**config.mk**
```make
export PLATFORM = sky130hd
export DESIGN_NAME = bitset_conjunction_combine_top
export DESIGN_NICKNAME = d
export VERILOG_FILES = /design/src/rtl/bcc_pkg.sv /design/src/rtl/bcc_class_len.sv /design/src/rtl/bcc_combine.sv /design/src/rtl/bitset_conjunction_combine_top.sv
export SDC_FILE = /design/constraint.sdc
export NUM_CORES = 1
export LEC_CHECK = 0
export ABC_AREA = 1
export BUFFER_PORTS_ARGS = -buffer_cell sky130_fd_sc_hd__buf_2
export CORE_ASPECT_RATIO = 0.9
export CORE_MARGIN = 3
export CORE_UTILIZATION = 56
export CTS_CLUSTER_SIZE = 8
export DETAILED_ROUTE_END_ITERATION = 10
export PLACE_DENSITY = 0.75
export SLEW_MARGIN = 20
export SYNTH_ARGS = -nofsm -noshare
export SYNTH_HDL_FRONTEND = slang
export SYNTH_HIERARCHICAL = 1
export SYNTH_SLANG_ARGS = --single-unit
```
**constraint.sdc**
```tcl
create_clock -name clk -period 26.4 [get_ports clk]
set_input_delay 5.28 -clock clk [delete_from_list [all_inputs] [get_ports clk]]
set_output_delay 5.28 -clock clk [all_outputs]
set_load 0.02 [all_outputs]
```
**src/rtl/bcc_pkg.sv**
```systemverilog
// Shared constants for the bitset conjunction combine block.
// Holds the class codes, the pair table and the default word width; no dependencies.
package bcc_pkg;

    localparam int WORD_BITS_DEFAULT = 8;
    localparam int NUM_CLASSES       = 4;

    // Start/end classes of an alternating expression.
    localparam int CLS_ZZ = 0;
    localparam int CLS_ZO = 1;
    localparam int CLS_OZ = 2;
    localparam int CLS_OO = 3;

    // Bit c is set when class c keeps odd result positions, clear when it keeps even ones.
    localparam logic [NUM_CLASSES-1:0] CLS_ODD_POS = 4'b0110;

    // Entry c, bit (4 * left class + right class): that pair feeds class c.
    localparam logic [15:0] PAIR_ALLOWED [NUM_CLASSES] = '{
        16'b0001_0011_1101_1111,
        16'b0010_0000_1010_0000,
        16'b0100_1100_0000_0000,
        16'b1000_0000_0000_0000
    };

endpackage

```
**src/rtl/bcc_class_len.sv**
```systemverilog
// Class length extraction for one operand of the conjunction.
// Finds the longest length of each start/end class; depends on bcc_pkg.
module bcc_class_len #(
    parameter int WORD_BITS = bcc_pkg::WORD_BITS_DEFAULT,
    localparam int LEN_W = $clog2(WORD_BITS + 1)
) (
    input  logic [WORD_BITS-1:0]                      zero_word,
    input  logic [WORD_BITS-1:0]                      one_word,
    output logic [bcc_pkg::NUM_CLASSES-1:0][LEN_W-1:0] len
);
    import bcc_pkg::*;

    always_comb
    begin
        len = '0;
        for (int i = 0; i < WORD_BITS; i++)
        begin
            if (zero_word[i])
            begin
                if (i % 2 == 0)
                    len[CLS_ZZ] = LEN_W'(i + 1);
                else
                    len[CLS_ZO] = LEN_W'(i + 1);
            end
            if (one_word[i])
            begin
                if (i % 2 == 0)
                    len[CLS_OO] = LEN_W'(i + 1);
                else
                    len[CLS_OZ] = LEN_W'(i + 1);
            end
        end
    end

endmodule

```
**src/rtl/bcc_combine.sv**
```systemverilog
// Combination of the two operands' class lengths into the result words.
// Applies the sum-and-max pair rules and builds the length masks; depends on bcc_pkg.
module bcc_combine #(
    parameter int WORD_BITS = bcc_pkg::WORD_BITS_DEFAULT,
    localparam int LEN_W = $clog2(WORD_BITS + 1)
) (
    input  logic [bcc_pkg::NUM_CLASSES-1:0][LEN_W-1:0] left_len,
    input  logic [bcc_pkg::NUM_CLASSES-1:0][LEN_W-1:0] right_len,
    input  logic                                       left_one_bit0,
    input  logic                                       right_one_bit0,
    output logic [WORD_BITS-1:0]                       result_start_zero,
    output logic [WORD_BITS-1:0]                       result_start_one
);
    import bcc_pkg::*;

    localparam int SUM_W = LEN_W + 1;

    logic [NUM_CLASSES-1:0][SUM_W-1:0]     best;
    logic [NUM_CLASSES-1:0]                found;
    logic [NUM_CLASSES-1:0][WORD_BITS-1:0] class_mask;

    always_comb
    begin
        logic [SUM_W-1:0] sum;
        best  = '0;
        found = '0;
        for (int c = 0; c < NUM_CLASSES; c++)
        begin
            for (int p = 0; p < NUM_CLASSES; p++)
            begin
                for (int q = 0; q < NUM_CLASSES; q++)
                begin
                    sum = SUM_W'(left_len[p]) + SUM_W'(right_len[q]) - SUM_W'(1);
                    if (PAIR_ALLOWED[c][4 * p + q] && left_len[p] != '0
                        && right_len[q] != '0 && (!found[c] || sum > best[c]))
                    begin
                        best[c]  = sum;
                        found[c] = 1'b1;
                    end
                end
            end
        end
    end

    // Keeping only positions of the class parity below the length also covers
    // the step that lowers a length of the wrong parity by one.
    always_comb
    begin
        for (int c = 0; c < NUM_CLASSES; c++)
        begin
            for (int i = 0; i < WORD_BITS; i++)
            begin
                class_mask[c][i] = found[c] && (SUM_W'(i) < best[c])
                                   && ((i % 2 == 1) == CLS_ODD_POS[c]);
            end
        end
    end

    always_comb
    begin
        result_start_zero   = class_mask[CLS_ZZ] | class_mask[CLS_ZO];
        result_start_one    = class_mask[CLS_OZ] | class_mask[CLS_OO];
        result_start_one[0] = left_one_bit0 & right_one_bit0;
    end

endmodule

```
**src/rtl/bitset_conjunction_combine_top.sv**
```systemverilog
// Top level of the bitset conjunction combine block.
// Input register, class length extraction, combination and output register;
// depends on bcc_pkg, bcc_class_len and bcc_combine.
//
//   channel   direction  tdata fields (low bit up)                     beats
//   s_axis    in         left/right start_zero/start_one words           1 per item
//   m_axis    out        result_start_zero, result_start_one            1 per item
//
// One beat is taken per cycle unless a stalled output backs up into the input register; a result
// passes through the input register and then the output register around the logic.
// Reset clears only the valid flags; no clearing pass is needed.
// A stalled output holds its beat while the input register still takes one more.
module bitset_conjunction_combine_top #(
    parameter int WORD_BITS = bcc_pkg::WORD_BITS_DEFAULT
) (
    input  logic                                       clk,
    input  logic                                       rst_n,
    input  logic                                       s_axis_tvalid,
    output logic                                       s_axis_tready,
    // left_start_zero, left_start_one, right_start_zero, right_start_one, zero fill
    input  logic [((4 * WORD_BITS + 7) / 8) * 8 - 1:0] s_axis_tdata,
    output logic                                       m_axis_tvalid,
    input  logic                                       m_axis_tready,
    // result_start_zero, result_start_one, zero fill
    output logic [((2 * WORD_BITS + 7) / 8) * 8 - 1:0] m_axis_tdata
);
    import bcc_pkg::*;

    localparam int LEN_W = $clog2(WORD_BITS + 1);
    localparam int IN_W  = 4 * WORD_BITS;
    localparam int OUT_W = ((2 * WORD_BITS + 7) / 8) * 8;

    logic                                s1_valid_reg;
    logic                                s1_valid_next;
    logic [IN_W-1:0]                     s1_data_reg;
    logic                                m_valid_reg;
    logic                                m_valid_next;
    logic [OUT_W-1:0]                    m_data_reg;
    logic [OUT_W-1:0]                    m_data_next;
    logic                                in_take;
    logic                                out_load;
    logic [NUM_CLASSES-1:0][LEN_W-1:0]   left_len;
    logic [NUM_CLASSES-1:0][LEN_W-1:0]   right_len;
    logic [WORD_BITS-1:0]                res_zero;
    logic [WORD_BITS-1:0]                res_one;

    assign out_load      = s1_valid_reg && (!m_valid_reg || m_axis_tready);
    assign s_axis_tready = !s1_valid_reg || out_load;
    assign in_take       = s_axis_tvalid && s_axis_tready;

    bcc_class_len #(.WORD_BITS(WORD_BITS)) u_left_len (
        .zero_word (s1_data_reg[WORD_BITS-1:0]),
        .one_word  (s1_data_reg[2*WORD_BITS-1:WORD_BITS]),
        .len       (left_len)
    );

    bcc_class_len #(.WORD_BITS(WORD_BITS)) u_right_len (
        .zero_word (s1_data_reg[3*WORD_BITS-1:2*WORD_BITS]),
        .one_word  (s1_data_reg[4*WORD_BITS-1:3*WORD_BITS]),
        .len       (right_len)
    );

    bcc_combine #(.WORD_BITS(WORD_BITS)) u_combine (
        .left_len          (left_len),
        .right_len         (right_len),
        .left_one_bit0     (s1_data_reg[WORD_BITS]),
        .right_one_bit0    (s1_data_reg[3*WORD_BITS]),
        .result_start_zero (res_zero),
        .result_start_one  (res_one)
    );

    always_comb
    begin
        s1_valid_next = s1_valid_reg;
        if (in_take)
            s1_valid_next = 1'b1;
        else if (out_load)
            s1_valid_next = 1'b0;

        m_valid_next = m_valid_reg;
        if (out_load)
            m_valid_next = 1'b1;
        else if (m_axis_tready)
            m_valid_next = 1'b0;

        m_data_next = OUT_W'({res_one, res_zero});
    end

    always_ff @(posedge clk or negedge rst_n)
    begin
        if (!rst_n)
        begin
            s1_valid_reg <= 1'b0;
            m_valid_reg  <= 1'b0;
        end
        else
        begin
            s1_valid_reg <= s1_valid_next;
            m_valid_reg  <= m_valid_next;
        end
    end

    always_ff @(posedge clk)
    begin
        if (in_take)
            s1_data_reg <= s_axis_tdata[IN_W-1:0];
        if (out_load)
            m_data_reg <= m_data_next;
    end

    assign m_axis_tvalid = m_valid_reg;
    assign m_axis_tdata  = m_data_reg;

`ifndef SYNTHESIS
    a_start_one_bit0: assert property (@(posedge clk) disable iff (!rst_n)
        out_load |=> m_axis_tdata[WORD_BITS]
                     == ($past(s1_data_reg[WORD_BITS]) && $past(s1_data_reg[3*WORD_BITS])))
        else $error("start-one bit 0 does not follow the AND of the operands");

    a_ready_when_empty: assert property (@(posedge clk) disable iff (!rst_n)
        !s_axis_tready |-> s1_valid_reg && m_valid_reg && !m_axis_tready)
        else $error("input stalled although the pipeline can move");

    a_stall_keeps_result: assert property (@(posedge clk) disable iff (!rst_n)
        m_valid_reg && !m_axis_tready |=> m_valid_reg && $stable(m_data_reg))
        else $error("stalled result was lost or changed");

    a_result_from_stage: assert property (@(posedge clk) disable iff (!rst_n)
        $rose(m_valid_reg) |-> $past(s1_valid_reg))
        else $error("result appeared without an item in the input register");
`endif

endmodule
```
=== Word-level counts from Yosys, hierarchy flattened ===
Cells that the tools add are included.
W data, S select, Z words.

* Register bits after elaboration: 50
* Input bits: 36
* Output and inout bits: 18

* Add/sub/neg operators: 32
* Magnitude comparators: 29
* Muxes and demuxes: 70
* Bitwise operators: 3
* Reductions and logical operators: 87

{| class="wikitable"
|+ Operators with widths
! cell !! count
|-
| $mux W5 || 19
|-
| $sub A5 B1 Y5 const B || 16
|-
| $gt A5 B5 Y1 || 13
|-
| $logic_and A1 B1 Y1 || 47
|-
| $lt A3 B5 Y1 const A || 8
|-
| $mux W4 || 10
|-
| $reduce_bool A4 Y1 || 8
|-
| $mux W7 || 4
|-
| $mux W3 || 8
|-
| $mux W1 || 23
|-
| $add A3 B4 Y5 || 4
|-
| $add A4 B3 Y5 || 4
|-
| $add A4 B4 Y5 || 4
|-
| $lt A1 B5 Y1 const A || 4
|-
| $lt A2 B5 Y1 const A || 4
|-
| $add A3 B3 Y4 || 4
|-
| $logic_not A1 Y1 || 15
|-
| $logic_or A1 B1 Y1 || 15
|-
| $mux W6 || 2
|-
| $mux W2 || 4
|-
| $or A7 B8 Y8 || 1
|-
| $or A8 B7 Y8 || 1
|-
| $reduce_bool A2 Y1 || 2
|-
| $and A1 B1 Y1 || 1
|}

=== Depth between registers and ports, before layout ===
Gate-level depths: netlist (run 1).

* Depth after elaboration: 46
* Mapped depth: 106
* Gate-level depth less buffers: 106

=== Cells and area by module ===
Netlist (run 1), hierarchy kept.

{| class="wikitable"
|+ Modules (own cells, without submodules)
! module !! times used !! cells an instance !! area each (um^2)
|-
| bcc_combine || 1 || 818 || 5526.6
|-
| bitset_conjunction_combine_top || 1 || 60 || 1536.5
|-
| bcc_class_len || 2 || 31 || 156.4
|}

=== Worst setup path before layout (run 1) ===
No wires, ideal clock.

* Path type: register -> register
* From: reg s1_data_reg[20]
* To: reg m_data_reg[0] (netlist: m_axis_tdata[0]) (data pin)
* Setup time: 262 ps
* Arrival time: 11966 ps
* Data required time: 26138 ps
* Path slack: 14173 ps
* Stages on the path, launching flop included: 97
* Period minus slack after synthesis: 12227 ps
* Path through: edfxtp_1 -> o21ai_0 -> inv_2 -> ha_1 -> inv_1 -> ha_1 -> fa_1 -> or2_2 -> nand3_1 -> ha_1 -> nand2_1 -> nor2_1 -> nand2_1 -> nand3_1 -> nand2_1 -> nand2_1 -> nand2_1 -> nand2_1 -> [... 61 more ...] -> a21oi_1 -> nor2_1 -> o22ai_1 -> nand2_1 -> nand2_2 -> or2_1 -> nand2_1 -> ha_1 -> inv_1 -> o21bai_1 -> a21oi_1 -> nor2_1 -> o22ai_1 -> o21ai_2 -> nand3_2 -> or2_2 -> nand2_2 -> nand3_1

{| class="wikitable"
|+ RTL lines
! what !! RTL line !! RTL
|-
| from (decl) || bitset_conjunction_combine_top.sv:35 || <nowiki>logic [IN_W-1:0] s1_data_reg;</nowiki>
|-
| from (signal assigned) || bitset_conjunction_combine_top.sv:106 || <nowiki>s1_data_reg <= s_axis_tdata[IN_W-1:0];</nowiki>
|-
| to (signal assigned) || bitset_conjunction_combine_top.sv:108 || <nowiki>m_data_reg <= m_data_next;</nowiki>
|-
| to (decl) || bitset_conjunction_combine_top.sv:38 || <nowiki>logic [OUT_W-1:0] m_data_reg;</nowiki>
|}

==> impl_results.md, run 1 <==
* Outcome: complete, no violations
* Synth Area per Inst at 7.847 µm²
* CTS H-tree depth at 2
* Final core utilization at 62.25%
* Routed WL at 16.00 mm
* Register area share after synthesis at 20.22%
* CTS clock-pin slew for the worst setup and hold paths at 0.07 ns
* Share of post-route cells with drive strength above 1 at 12.55%
* Initial DRT Pass Iterations at 5
* Number of synthesized register bits at 50
* R2R Setup Slk at 12.72 ns
* Post-synthesis mux area share at 0%
* FF-to-FF Start: s1_data_reg[20]
* Simple-gate area share of the yosys netlist at 21.63%
* Final hold violations at 0
* All-Layer GR Usage at 22.79%
* Detail Route Antenna Nets at 0
* Max stage delay on crit path at 0.39 ns
* Largest family of logic cells by synthesized area: adder cells
* Maxcap violations at 0
* FF/Latch Area at 1491 µm²
* Global-route wire length before repair at 26.96 mm
* Core area at 12780 µm²
* CP Launch Type: register
* Final setup fails at 0
* Clock buffer depth at 2
* TritonCTS buffer count at 5
* Number of distinct library cells after synthesis at 42
* Post-layout min period at 13.68 ns
* Vias per cell at 5.224
* Die outline area at 14590 µm²
* Min setup slack post-route at 12.72 ns
* Max-slew violation count at 0
* Clock tree sinks at 50
* CTS Hold Bufs at 0
* WL/cell at 13.79 µm
* Yosys warnings at 6
* Crit Reg-Reg Endpoint: m_axis_tdata[0]
* Critical Path RT at 26.44 ns
* Footprint of the multi-input gates at 5040 µm²
* Post-CTS Setup Repair Bufs at 0
* Antenna Cells at 0
* Crit. End Element: register
* Post-CTS sizing at 0
* CTS tree: done
* Post-Syn Area at 7376 µm²
* Initial antenna violation count at 0
* Die H at 114.9 µm
* Nets at 1224
* Synth Flop Type: edfxtp_1
* Initial core utilization at 57.69%
* Die W at 127.0 µm
* Worst Reg-to-Reg Cells at 96
* DRC errors left at 0
* CP max-delay cell: edfxtp_1
* Worst Hold Path Cells at 2
* Worst min path class: reg2reg
* Vias in the first global route at 5740
* FP Rows at 39
* Crit-path max FO at 8
* Worst slew pin tran at 0.6223 ns
* Crit path DAT at 13.72 ns
* Clock Skew at 0.006497 ns
* Via count at 6060
* RSZ-0062 raised after global routing: false
* Hold_sp: s1_valid_reg
* Hold Path End: m_axis_tvalid
* Post-DP HPWL at 13.53 mm
* Max Freq at 0.07308 GHz
* GP Congestion at 0.9757
* Synthesized instance count at 940
* Cell repeated most along the worst path: nand2_1
* Area Growth Syn to Fin at 7.905%
* Largest net degree at the start of global routing at 33
* Async S/R FF share, synth at 4.000%
* Pre-CTS setup slack at 12.79 ns
* GRT overflow at 0
* CP Class: reg2reg
* Compound-Gate Fraction of Synth Area at 8.601%
* Number of flip-flops in the largest register at 32
* Number of port buffers at 53
* Fill cells at 1136
* Slew margin rel. at 58.45%
* Setup TNS at 0 ns
* Count of flip-flops with a built-in enable after synthesis at 48
* Part of the cycle the worst path needs at 51.83%
* Post-Synth Adder-Cell Area at 34.37%
* Iter 0 DRT Violations at 313
* Clock latency on the worst-skew pair at 0.30 ns
* Num ports at 54
* Root Driver: clkbuf_16
* Post-synthesis xor/xnor area fraction at 3.325%
==> critical path, delay by kind of cell (launching register included) <==
kind | cells | cell delay (ns)
adder cells (fa/ha/maj) | 12 | 3.25
buffers and inverters | 12 | 1.12
AND/OR/NAND/NOR | 48 | 5.41
AO/OA/AOI/OAI | 24 | 3.21
flip-flops | 1 | 0.39
==> worst max-delay path by stage <==
stage,startpoint,endpoint,slack [ns],cells after the start
finish,s1_data_reg[20],m_axis_tdata[0],12.72,96
global route,s1_data_reg[20],m_axis_tdata[0],11.20,98
CTS,s1_data_reg[20],m_axis_tdata[0],12.75,96
detailed placement,s1_data_reg[20],m_axis_tdata[0],12.79,96
global placement,s1_data_reg[20],m_axis_tdata[0],13.40,95
floorplan,s1_data_reg[20],m_axis_tdata[0],14.17,96
==> metrics by stage <==
stage | std cells | cell area (µm²) | hold slack [ns]
global placement | 1152 | 7786 | 0.4891
detailed placement | 1152 | 7786 | 0.4837
CTS | 1160 | 7959 | 0.5050
finish | 1160 | 7959 | 0.5046
floorplan | 946 | 7398 | 0.4675
global route | 1160 | 7959 | 0.5244
==> synthesized netlist by cell type (3+ instances only) <==
library cell,number,area [µm²]
a21oi_1,38,190.2
o21ai_0,24,120.1
nand4_2,3,37.54
nor2_1,21,78.83
or2_1,5,31.28
nand2_1,180,675.7
and2_1,16,100.1
nand2_2,6,37.54
nor3_1,3,15.01
or2_2,11,68.82
buf_4,12,90.09
o21bai_1,9,67.56
o22ai_1,8,50.05
xor2_1,19,166.4
nand4_1,5,31.28
nand3_1,78,390.4
nor2_2,4,25.02
inv_2,27,101.4
xnor2_1,9,78.83
fa_1,16,320.3
edfxtp_1,48,1441
o21ai_1,4,20.02
a21o_1,10,75.07
inv_1,180,675.7
nand3_2,3,30.03
ha_1,177,2215
==> routing by layer <==
layer | routed length, µm | track usage (%) | up-vias
met5 | 0 | 0 | -
met4 | 180 | 5.147 | 0
met3 | 944 | 3.762 | 16
met2 | 7192 | 37.52 | 153
met1 | 7677 | 31.73 | 2719
li1 | - | - | 3172
==> placed cells by master (no fill, tap or decap), drive strengths merged, types with 3 or more instances in the layout <==
cell | Yosys | routed
a21o | 10 | 10
a21oi | 42 | 42
and2 | 16 | 16
buf | 12 | 54
clkbuf | 0 | 5
conb | 2 | 8
edfxtp | 48 | 48
fa | 16 | 16
ha | 177 | 177
inv | 207 | 208
nand2 | 186 | 186
nand3 | 81 | 81
nand4 | 9 | 9
nor2 | 26 | 26
nor3 | 3 | 3
o21ai | 29 | 29
o21bai | 9 | 9
o22ai | 8 | 8
or2 | 19 | 19
xnor2 | 9 | 9
xor2 | 19 | 19
==> cell families after synthesis <==
kind of cell               count (synthesis)
and+or+nand+nor                          343
adders and majority gates                193
other                                      2
buffers and inverters                    219
DFF                                       50
AOI/OAI and AO/OA                        105
xor gates and xnor gates                  28
==> cell type report <==
cell class / count / share of cell area, %
clock buffers: 5 / 1.572
clock inverters: 3 / 0.5974
inverters: 207 / 9.763
multi-input cells: 677 / 63.32
flip-flops and latches: 50 / 18.74
well taps: 164 / 2.578
repair buffers: 54 / 3.427
Power of run 1 is not shown: default switching activity piles up to over one toggle a cycle in this logic, so the estimate is an artifact.
==> inputs of run 2 (changes only) <==
Clock period 26.4 ns to 14.35 ns, I/O delays scaled along.
==> impl_results.md, run 2 (synthesized netlist as in run 1, its figures left out) <==
* CTS Hold Bufs at 0 (unchanged)
* Root Driver: clkbuf_16
* Core area at 12780 µm² (unchanged)
* Clock tree sinks at 50 (unchanged)
* Antenna Cells at 0 (unchanged)
* Crit path DAT at 13.05 ns (-0.67 ns)
* R2R Setup Slk at 1.33 ns (-11.38 ns)
* Post-layout min period at 13.02 ns (-0.6661 ns)
* Worst min path class: reg2reg
* Crit Reg-Reg Endpoint: m_axis_tdata[0]
* Clock buffer depth at 2 (unchanged)
* Part of the cycle the worst path needs at 90.71% (+39 points)
* Via count at 6060 (unchanged)
* Cell repeated most along the worst path: nand2_1
* GRT overflow at 0 (unchanged)
* Vias per cell at 5.197 (-0.51%)
* Iter 0 DRT Violations at 395 (+26%)
* Nets at 1230 (+0.49%)
* Routed WL at 16.19 mm (+1.2%)
* Clock latency on the worst-skew pair at 0.29 ns (about the same)
* Min setup slack post-route at 1.333 ns (-11.38 ns)
* Vias in the first global route at 5682 (-1.0%)
* All-Layer GR Usage at 22.68% (-0.11 points)
* Worst Reg-to-Reg Cells at 96 (unchanged)
* Slew margin rel. at 58.45% (about the same)
* M2 GR Usage at 36.71% (-0.81 points)
* Critical Path RT at 14.38 ns (-12.06 ns)
* Crit. End Element: register
* Hold WS at 0.5005 ns (-0.004100 ns)
* Initial DRT Pass Iterations at 5 (unchanged)
* Initial core utilization at 57.69% (unchanged)
* Final setup fails at 0 (unchanged)
* Number of flip-flops in the largest register at 32 (unchanged)
* Initial antenna violation count at 0 (unchanged)
* Die W at 127.0 µm (unchanged)
* CP Launch Type: register
* Global-route wire length before repair at 26.96 mm (unchanged)
* Most used routing layer: met2
* Most frequent cells in the layout: nand2_1, ha_1, inv_1, nand3_1, buf_2
* Max-slew violation count at 0 (unchanged)
* CTS clock-pin slew for the worst setup and hold paths at 0.07 ns (about the same)
* CTS H-tree depth at 2 (unchanged)
* GP Congestion at 0.9730 (-0.28%)
* DRC errors left at 0 (unchanged)
* Max Freq at 0.07682 GHz (+5.1%)
* Die H at 114.9 µm (unchanged)
* Die outline area at 14590 µm² (unchanged)
* CP max-delay cell: edfxtp_1
* FF-to-FF Start: s1_data_reg[20]
* Worst slew pin tran at 0.6223 ns (-0.000007331 ns)
* Share of post-route cells with drive strength above 1 at 13.97% (+1.4 points)
* CP Class: reg2reg
* Met3 usage at 3.855% (+0.093 points)
* FP Rows at 39 (unchanged)
* TritonCTS buffer count at 5 (unchanged)
* Setup TNS at 0 ns (unchanged)
* Crit-path max FO at 8 (unchanged)
* Pre-CTS setup slack at 0.8496 ns (-11.94 ns)
* Outcome: complete, no violations
* Area Growth Syn to Fin at 8.889%
* Number of port buffers at 53 (unchanged)
* Largest net degree at the start of global routing at 33 (unchanged)
* CP endpoint: m_axis_tdata[0]
* GR Layer Usage met1 at 32.60% (+0.87 points)
* Worst Setup SP: s1_data_reg[20]
* Maxcap violations at 0 (unchanged)
* Detail Route Antenna Nets at 0 (unchanged)
* Num ports at 54 (unchanged)
* CTS tree: done
* WL/cell at 13.89 µm (+0.70%)
* Max stage delay on crit path at 0.38 ns (about the same)
* Final core utilization at 62.82% (+0.57 points)
* Clock Skew at 0.008307 ns (+0.001810 ns)
* Post-DP HPWL at 13.61 mm (+0.63%)
* Final hold violations at 0 (unchanged)
==> run 2: cell types whose count changed in the layout (fill, tap and decap cells not counted), sizes merged <==
cell	previous run	this run
buf	54	60
==> run 2: final cells by class <==
class,count,area [µm²]
clock buffers,5,125.1
clock inverters,3,47.55
fillers,1089,4753
inverters,207,779.5
multi-input cells,677,5065
flip-flops and latches,50,1491
well taps,164,205.2
repair buffers,60,317.8
==> run 2: worst max-delay path, delay by kind of cell (launching register included) <==
family                     cells  cell delay, ns
and+or+nand+nor               47            5.26
adders and majority gates     12            3.20
AOI/OAI and AO/OA             24            2.96
buffers and inverters         13            0.95
DFF                            1            0.38
==> run 2: how the worst min path moves through the flow <==
stage,slack [ns],cells after the start,endpoint,from
3_5_place_dp,0.49,2,m_axis_tvalid,s1_valid_reg
4_1_cts,0.51,2,m_axis_tvalid,s1_valid_reg
5_1_grt,0.53,2,m_axis_tvalid,s1_valid_reg
6_report,0.50,2,m_axis_tvalid,s1_valid_reg
2_1_floorplan,0.47,2,m_axis_tvalid,s1_valid_reg
3_3_place_gp,0.49,2,m_axis_tvalid,s1_valid_reg
==> run 2: what timing repair did <==
item                       in CTS  in global routing
setup endpoints to repair       0                  4
gates resized for setup         0                 12
hold endpoints to repair        0                  0
buffers inserted                0                  6
==> run 2: layer usage <==
| metal | up-vias | wire length (µm) |
|---|---|---|
| li1 | 3182 | - |
| met2 | 154 | 7201 |
| met4 | 0 | 144 |
| met1 | 2711 | 7873 |
| met5 | - | 0 |
| met3 | 13 | 970 |
==> run 2: through the flow <==
stage          instance area [µm²]  instances
2_1_floorplan                 7398        946
3_3_place_gp                  7786       1152
3_5_place_dp                  7786       1152
4_1_cts                       7959       1160
5_1_grt                       8031       1166
6_report                      8031       1166
Power of run 2 is left out for the same reason.
==> inputs of run 3 (changes only) <==
Settings changed: RECOVER_POWER from default to 50.
==> impl_results.md, run 3 (synthesized netlist as in run 1, its figures left out) <==
* CP Launch Type: register
* Outcome: complete, no violations
* Die H at 114.9 µm (unchanged)
* Largest net degree at the start of global routing at 33 (unchanged)
* Routed WL at 16.19 mm (about the same)
* TritonCTS buffer count at 5 (unchanged)
* CTS H-tree depth at 2 (unchanged)
* Vias in the first global route at 5682 (unchanged)
* Area Growth Syn to Fin at 8.668%
* Placed Cells at 1152 (unchanged)
* WL/cell at 13.89 µm (about the same)
* Clock tree sinks at 50 (unchanged)
* Initial DRT Pass Iterations at 5 (unchanged)
* Post-DP HPWL at 13.61 mm (unchanged)
* Number of flip-flops in the largest register at 32 (unchanged)
* Clock latency on the worst-skew pair at 0.29 ns (about the same)
* Part of the cycle the worst path needs at 90.61% (-0.10 points)
* Number of port buffers at 53 (unchanged)
* FP Rows at 39 (unchanged)
* Cell repeated most along the worst path: nand2_1
* Root Driver: clkbuf_16
* Nets at 1230 (unchanged)
* FF/Latch Area at 1491 µm² (unchanged)
* Final hold violations at 0 (unchanged)
* Crit-path max FO at 8 (unchanged)
* Global-route wire length before repair at 26.96 mm (unchanged)
* CP max-delay cell: edfxtp_1
* Setup TNS at 0 ns (unchanged)
* Max stage delay on crit path at 0.38 ns (about the same)
* Clock Skew at 0.007642 ns (-0.0006645 ns)
* DRC errors left at 0 (unchanged)
* Detail Route Antenna Nets at 0 (unchanged)
* Core area at 12780 µm² (unchanged)
* CP Class: reg2reg
* Final setup fails at 0 (unchanged)
* Antenna Cells at 0 (unchanged)
* Fill cells at 1096 (+0.64%)
* Initial antenna violation count at 0 (unchanged)
* Most frequent cells in the layout: inv_1, nand2_1, ha_1, nand3_1, edfxtp_1
* Vias per cell at 5.179 (-0.35%)
* Footprint of the multi-input gates at 5060 µm² (about the same)
* GP Congestion at 0.9730 (unchanged)
* Crit. End Element: register
* Min setup slack post-route at 1.348 ns (+0.01495 ns)
* Critical Path RT at 14.38 ns (about the same)
* Max-slew violation count at 0 (unchanged)
* Crit path DAT at 13.04 ns (about the same)
* WP buf/inv at 12 (-1)
* Pre-CTS setup slack at 0.8496 ns (unchanged)
* Max Freq at 0.07691 GHz (+0.11%)
* Die outline area at 14590 µm² (unchanged)
* Worst slew pin tran at 0.8820 ns (+0.2597 ns)
* Initial core utilization at 57.69% (unchanged)
* Share of post-route cells with drive strength above 1 at 12.97% (-1.0 points)
* Maxcap violations at 0 (unchanged)
* CTS tree: done
* Slew margin rel. at 41.20% (-17 points)
* Post-layout min period at 13.00 ns (-0.01495 ns)
* GRT overflow at 0 (unchanged)
* Num ports at 54 (unchanged)
* CP top delay family: simple AND/OR/NAND/NOR gates
* Via count at 6039 (-0.35%)
* All-Layer GR Usage at 22.68% (unchanged)
* Leading cell type in the layout, fill and taps excluded: inv_1
* Die W at 127.0 µm (unchanged)
* Iter 0 DRT Violations at 406 (+2.8%)
* Worst min path class: reg2reg
* Final Non-Filler Cells at 1166 (unchanged)
* Clock buffer depth at 2 (unchanged)
* CTS clock-pin slew for the worst setup and hold paths at 0.07 ns (about the same)
-- run 3: cell type report --
cell class | count | share of cell area (%)
sequential | 50 | 18.61
inverter | 207 | 9.725
tap | 164 | 2.560
timing repair buffer | 60 | 3.825
clock buffer | 5 | 1.561
clock inverter | 3 | 0.5932
multi-input combinational | 677 | 63.13
-- run 3: through the flow --
| stage | util (%) | hold WS (ns) | instance area [µm²] |
|---|---|---|---|
| finish | 62.69 | 0.4787 | 8015 |
| global route | 62.69 | 0.5084 | 8015 |
| CTS | 62.25 | 0.5053 | 7959 |
| detailed placement | 60.90 | 0.4907 | 7786 |
| global placement | 60.90 | 0.4890 | 7786 |
| floorplan | - | 0.4675 | 7398 |
-- run 3: final timing paths --
path / startpoint / cells after the start / end / slack (ns)
max: s1_data_reg[20] / 94 / m_axis_tdata[0] / 1.35
max reg2reg: s1_data_reg[20] / 94 / m_axis_tdata[0] / 1.35
min: s1_valid_reg / 2 / m_axis_tvalid / 0.48
max in group asynchronous: rst_n / 1 / m_axis_tvalid / 11.87
min in group asynchronous: rst_n / 1 / s1_valid_reg / 2.35
min reg2reg: s1_valid_reg / 2 / m_axis_tvalid / 0.48
-- run 3: repair_timing --
item	4_1_cts	5_1_grt
resized for setup	0	12
setup buffers	0	6
setup endpoints to repair	0	4
hold buffers	0	0
-- run 3: worst register-to-register path, delay by kind of cell, from the launching register on --
kind / cells / cell delay [ns]
buffers and inverters: 12 / 0.89
AND/OR/NAND/NOR: 47 / 5.34
adder cells (fa/ha/maj): 12 / 3.21
AO/OA/AOI/OAI: 23 / 2.95
flip-flops: 1 / 0.38
-- run 3: layer usage --
metal / part of all wire, % / vias to the layer above / GRT usage, %
met3: 6.5 / 13 / 3.855
met5: 0 / - / 0
met4: 0.89 / 0 / 3.788
met1: 48 / 2685 / 32.60
li1: - / 3181 / -
met2: 45 / 160 / 36.71
Power of run 3 is left out for the same reason.
